**src/rthsv_pkg.sv**
```systemverilog
`default_nettype none
package rthsv_pkg;

	localparam int unsigned ChanW    = 8;
	localparam int unsigned HueW     = 15;
	localparam int unsigned HueQW    = 12;
	localparam int unsigned SatQW    = 8;
	localparam int unsigned HueNumW  = 20;
	localparam int unsigned SatNumW  = 16;

	localparam logic [HueW-1:0] HueSector = 15'd7680;
	localparam logic [HueW-1:0] HueFull   = 15'd23040;

	// Word handed from cell to cell along the divider row
	typedef struct packed {
		logic                 defined;
		logic                 neg;
		logic [HueW-1:0]      base;
		logic [ChanW-1:0]     mx;
		logic [ChanW-1:0]     delta;
		logic [SatNumW-1:0]   srem;
		logic [SatQW-1:0]     sq;
		logic [HueNumW-1:0]   hrem;
		logic [HueQW-1:0]     hq;
	} div_word_t;

endpackage
`default_nettype wire

```
**src/rthsv_cell.sv**
```systemverilog
`default_nettype none
module rthsv_cell import rthsv_pkg::*; #(
	parameter int unsigned SHIFT = 0
) (
	input  wire logic      clk,
	input  wire logic      arst_n,
	input  wire logic      in_valid,
	output      logic      in_ready,
	input  wire div_word_t in_word,
	output      logic      out_valid,
	input  wire logic      out_ready,
	output      div_word_t out_word
);

	logic      v_q;
	div_word_t w_q;
	div_word_t nxt;
	logic [HueNumW-1:0] hden;
	logic [SatNumW-1:0] sden;

	assign in_ready  = !v_q || out_ready;
	assign out_valid = v_q;
	assign out_word  = w_q;

	// One restoring step for the hue quotient, and for the saturation quotient when SHIFT < SatQW
	always_comb begin
		nxt  = in_word;
		hden = HueNumW'(in_word.delta) << SHIFT;
		sden = SatNumW'(in_word.mx) << SHIFT;
		if (in_word.hrem >= hden) begin
			nxt.hrem      = in_word.hrem - hden;
			nxt.hq[SHIFT] = 1'b1;
		end
		if (SHIFT < SatQW) begin
			if (in_word.srem >= sden) begin
				nxt.srem = in_word.srem - sden;
				nxt.sq[SHIFT % SatQW] = 1'b1;
			end
		end
	end

	// Advance when this cell is empty or the next cell can take the transaction
	always_ff @(posedge clk or negedge arst_n) begin
		if (!arst_n) begin
			v_q <= 1'b0;
		end else if (in_ready) begin
			v_q <= in_valid;
		end
	end

	always_ff @(posedge clk) begin
		if (in_ready && in_valid) begin
			w_q <= nxt;
		end
	end

endmodule
`default_nettype wire

```
**src/rgb_to_hsv_pixel.sv**
```systemverilog
`default_nettype none
// RGB to HSV converter: takes one pixel per clock and returns hue (1/64 degree),
// saturation, brightness and a hue-defined flag. It is built from one input
// stage finding max, min and the numerators, a row of 12 divider cells that each
// settle one bit of the hue quotient (the last eight also a saturation bit), and
// one output stage applying the sector base and wrap. Throughput is one pixel per
// cycle; each stage holds under backpressure, empty stages fill independently.
module rgb_to_hsv_pixel import rthsv_pkg::*; (
	input  wire logic             clk,
	input  wire logic             arst_n,
	input  wire logic             in_valid,
	output      logic             in_ready,
	input  wire logic [ChanW-1:0] red,
	input  wire logic [ChanW-1:0] green,
	input  wire logic [ChanW-1:0] blue,
	output      logic             out_valid,
	input  wire logic             out_ready,
	output      logic [HueW-1:0]  hue,
	output      logic [ChanW-1:0] saturation,
	output      logic [ChanW-1:0] brightness,
	output      logic             hue_defined
);

	localparam int unsigned NCell = HueQW;

	logic [ChanW-1:0] mx, mn, pos, neg_v, diff;
	div_word_t        front;
	logic             v_s1;
	div_word_t        w_s1;
	logic             rdy_s1;

	logic      cv   [NCell+1];
	logic      crdy [NCell+1];
	div_word_t cw   [NCell+1];

	logic      v_q;
	logic      rdy_out;
	logic [15:0] hsum;
	logic [HueW-1:0]  hue_q;
	logic [ChanW-1:0] sat_q, bri_q;
	logic             def_q;

	// Find extremes, sector and numerators
	always_comb begin
		mx = red;
		if (green > mx) mx = green;
		if (blue > mx) mx = blue;
		mn = red;
		if (green < mn) mn = green;
		if (blue < mn) mn = blue;
		front       = '0;
		front.mx    = mx;
		front.delta = mx - mn;
		front.defined = (mx != '0) && (mx != mn);
		priority if (red == mx) begin
			front.base = '0;       pos = green; neg_v = blue;
		end else if (green == mx) begin
			front.base = HueSector; pos = blue; neg_v = red;
		end else begin
			front.base = HueSector << 1; pos = red; neg_v = green;
		end
		front.neg = neg_v > pos;
		diff = front.neg ? (neg_v - pos) : (pos - neg_v);
		front.hrem = (HueNumW'(diff) << 12) - (HueNumW'(diff) << 8);
		front.srem = (SatNumW'(front.delta) << 8) - SatNumW'(front.delta);
	end

	assign in_ready = rdy_s1;
	assign rdy_s1   = !v_s1 || crdy[0];

	// Hold the front stage
	always_ff @(posedge clk or negedge arst_n) begin
		if (!arst_n) begin
			v_s1 <= 1'b0;
		end else if (rdy_s1) begin
			v_s1 <= in_valid;
		end
	end

	always_ff @(posedge clk) begin
		if (rdy_s1 && in_valid) begin
			w_s1 <= front;
		end
	end

	assign cv[0] = v_s1;
	assign cw[0] = w_s1;

	// Divider row, most significant quotient bit first
	for (genvar i = 0; i < NCell; i++) begin : g_cell
		rthsv_cell #(.SHIFT(NCell - 1 - i)) u_cell (
			.clk       (clk),
			.arst_n    (arst_n),
			.in_valid  (cv[i]),
			.in_ready  (crdy[i]),
			.in_word   (cw[i]),
			.out_valid (cv[i+1]),
			.out_ready (crdy[i+1]),
			.out_word  (cw[i+1])
		);
	end

	assign crdy[NCell] = rdy_out;
	assign rdy_out     = !v_q || out_ready;

	// Apply sector base and wrap below zero
	always_comb begin
		if (cw[NCell].neg) begin
			hsum = {1'b0, cw[NCell].base} - 16'(cw[NCell].hq);
		end else begin
			hsum = {1'b0, cw[NCell].base} + 16'(cw[NCell].hq);
		end
		if (hsum[15]) begin
			hsum = hsum + {1'b0, HueFull};
		end
	end

	always_ff @(posedge clk or negedge arst_n) begin
		if (!arst_n) begin
			v_q <= 1'b0;
		end else if (rdy_out) begin
			v_q <= cv[NCell];
		end
	end

	always_ff @(posedge clk) begin
		if (rdy_out && cv[NCell]) begin
			def_q <= cw[NCell].defined;
			bri_q <= cw[NCell].mx;
			hue_q <= cw[NCell].defined ? hsum[HueW-1:0] : '0;
			sat_q <= cw[NCell].defined ? cw[NCell].sq : '0;
		end
	end

	assign out_valid   = v_q;
	assign hue         = hue_q;
	assign saturation  = sat_q;
	assign brightness  = bri_q;
	assign hue_defined = def_q;

endmodule
`default_nettype wire

```
**config.mk**
```make
export PLATFORM = sky130hd
export DESIGN_NAME = rgb_to_hsv_pixel
export DESIGN_NICKNAME = d
export VERILOG_FILES = /design/src/rthsv_pkg.sv /design/src/rthsv_cell.sv /design/src/rgb_to_hsv_pixel.sv
export SDC_FILE = /design/constraint.sdc
export NUM_CORES = 1
export LEC_CHECK = 0
export BUFFER_PORTS_ARGS = -buffer_cell sky130_fd_sc_hd__buf_2
export CAP_MARGIN = 0
export CORE_AREA = 2 2 394 396
export CTS_CLUSTER_DIAMETER = 150
export DETAILED_ROUTE_END_ITERATION = 8
export DIE_AREA = 0 0 396 398
export PLACE_DENSITY_LB_ADDON = 0.3
export SLEW_MARGIN = 20
export SYNTH_ARGS = -nofsm -noshare
export SYNTH_HDL_FRONTEND = slang
export SYNTH_HIERARCHICAL = 1
export SYNTH_SLANG_ARGS = --single-unit
```
**constraint.sdc**
```tcl
create_clock -name clk -period 4.65 [get_ports clk]
set_input_delay 0.2325 -clock clk [delete_from_list [all_inputs] [get_ports clk]]
set_output_delay 0.2325 -clock clk [all_outputs]
set_load 0.01 [all_outputs]
```
==> results.ini <==
[outcome]
status = finished, violations left
violations = setup timing

[clock_tree]
cts_tree = yes
cts.sinks = 1118
ctsLongestPathBuffers = 3
cts_root_buf = clkbuf_16
clk_pin_slew_ns = 0.05
cts_max_level = 3
cts_inserted_buffers = 115
insertion_delay_ns = 0.70

[worst_setup_path]
crit_start = red[2]
r2r_slack_ns = 0.34
startpoint_type = input pin
regToRegStartpoint = g_cell[11].u_cell/out_word[1]
crit_slowest_cell = fa_2
end_kind = register
reg2reg_to = hue[13]
worstRegToRegCells = 17
crit_fanout = 7
critical_path.max_stage_delay_ns = 0.36
crit_family = compound AO/OA/AOI/OAI gates
path_buf_inv = 8
criticalPathCategory = in -> reg
cp.arrival_ns = 6.57
worstPathRequired_ns = 5.05

[routing]
dr_total_vias = 27900
drc_errors = 0
ant_nets = 0
wl_um = 88300
wl_met2_um = 44600
highest-signal-layer = met4
viasPerCell = 4.59
wl_met3_um = 2710
wl_per_cell_um = 14.5
first_pass_iters = 5
drtIter0Drc = 1464
wirelength_met1_um = 38500

[grt]
grt_start_max_net_pins = 90
grt_pass1_vias = 28400
grt-ovfl-total = 0
grt_usage = 0.112
grt_pass1_wl_um = 145000
antenna_found_initial = 0

[placement]
dp_cells = 5816
hpwl_um = 63900
gp_congestion = 0.835
portBuffers = 61

[floorplanning]
rows = 144
fp.dieW_um = 396
die-area_um2 = 158000
chipHeight_um = 398
initial_core_util = 0.332
ios = 62
core_area_um2 = 153000

[synthesis]
netlist_instances = 3523
yosys_warnings = 6
netlist_area_um2 = 51000
avgSynthCellArea_um2 = 14.5

[cells_and_area]
final_cell_mix = edfxtp_1 (1,104), inv_1 (249), buf_4 (213)
diodes = 0
drive_gt1_frac = 0.210
nNetsFinal = 4221
syn_to_final_growth_pct = 19.5
instances_no_fill = 6083
final_common_cell = edfxtp_1

[hold_path]
hold_class = in -> reg
min-delay-start = blue[0]
hold_path_end = cw[1132]
whs_path_depth = 4

[pwr]
power_leakage_nw = 22.5
vdd_drop_max_mv = 0.317
power_density_nw_per_um2 = 631

[timing]
setup_viol = 22
setup-tns-final_ns = -15.14
rsz0062_at_grt = true
max_slew.worst_pin.slew_ns = 1.00
period_share = 1.33
fmax_ghz = 0.162
timing.final.hold_violations = 0
finClkSkew_ns = 0.0472
period_needed_ns = 6.17
slew_violations = 0
setup_ws_ns = -1.52
slew_headroom = 0.328

[run]
drv_cap = 0

layer usage:
| metal | track usage | vias up |
|---|---|---|
| met3 | 0.0167 | 161 |
| li1 | - | 14200 |
| met2 | 0.200 | 391 |
| met4 | 0.0418 | 0 |
| met5 | 0 | - |
| met1 | 0.135 | 13200 |
metrics by stage:
| step | cell area, µm² | worst slack, ns | total power [mW] | utilization | hold slack (ns) |
|---|---|---|---|---|---|
| 2_1_floorplan | 51500 | -2.08 | 24.8 | - | -0.0631 |
| 3_3_place_gp | 55600 | -2.32 | 28.1 | 0.363 | 0.147 |
| 3_5_place_dp | 55600 | -2.48 | 28.2 | 0.363 | 0.158 |
| 4_1_cts | 60600 | -1.51 | 38.6 | 0.395 | 0.236 |
| 5_1_grt | 60900 | -1.86 | 40.9 | 0.397 | 0.292 |
| 6_report | 60900 | -1.52 | 38.4 | 0.397 | 0.289 |
worst max path at each step:
stage | cells past startpoint | slack, ns | end
finish | 35 | -1.52 | cw[1098]
global placement | 36 | -2.32 | cw[1098]
detailed placement | 35 | -2.48 | cw[1099]
CTS | 34 | -1.51 | cw[1098]
global route | 32 | -1.86 | cw[1099]
floorplan | 34 | -2.08 | cw[1097]
power breakdown:
part	total, mW	internal [mW]	switching, mW
clock	9.55	5.80	3.75
sequential	15.5	14.4	1.14
combinational	13.3	6.36	6.98
layout make-up:
class	count	area, µm²
clock inverter	71	1000
timing repair buffer	317	2630
tap	2044	2560
multi-input combinational	2126	17200
sequential	1118	33500
inverter	264	1010
fill	14100	92400
clock buffer	143	3060
state kept, by name, summed over array words and instances (netlist names):
| name | count |
|---|---|
| brightness | 8 |
| cw | 48 |
| g_cell.u_cell/out_valid | 12 |
| g_cell.u_cell/out_word | 1024 |
| hue | 15 |
| hue_defined | 1 |
| out_valid | 1 |
| saturation | 8 |
| v_s1 | 1 |
what timing repair did:
action	4_1_cts	5_1_grt
buffers inserted	34	16
hold buffers	4	0
cloned	2	0
setup endpoints to repair	26	28
pin swaps	44	40
gates resized for setup	124	65
hold endpoints to repair	17	0
worst register-to-register path, stage by stage, from the launching register on:
cell and delay, ns:
edfxtp_1 0.41, inv_1 0.07, ha_1 0.16, nand2b_1 0.09, or4_1 0.42, or3_1 0.36
nor3_1 0.14, nor2_1 0.07, xnor2_1 0.15, ha_1 0.31, or2_1 0.25, a21oi_1 0.19
nor3_1 0.09, a2111oi_2 0.45, o21ai_2 0.12, and2_1 0.23, or3_1 0.40, a21oi_2 0.22
Note: power is estimated with default switching activity, not from simulation.
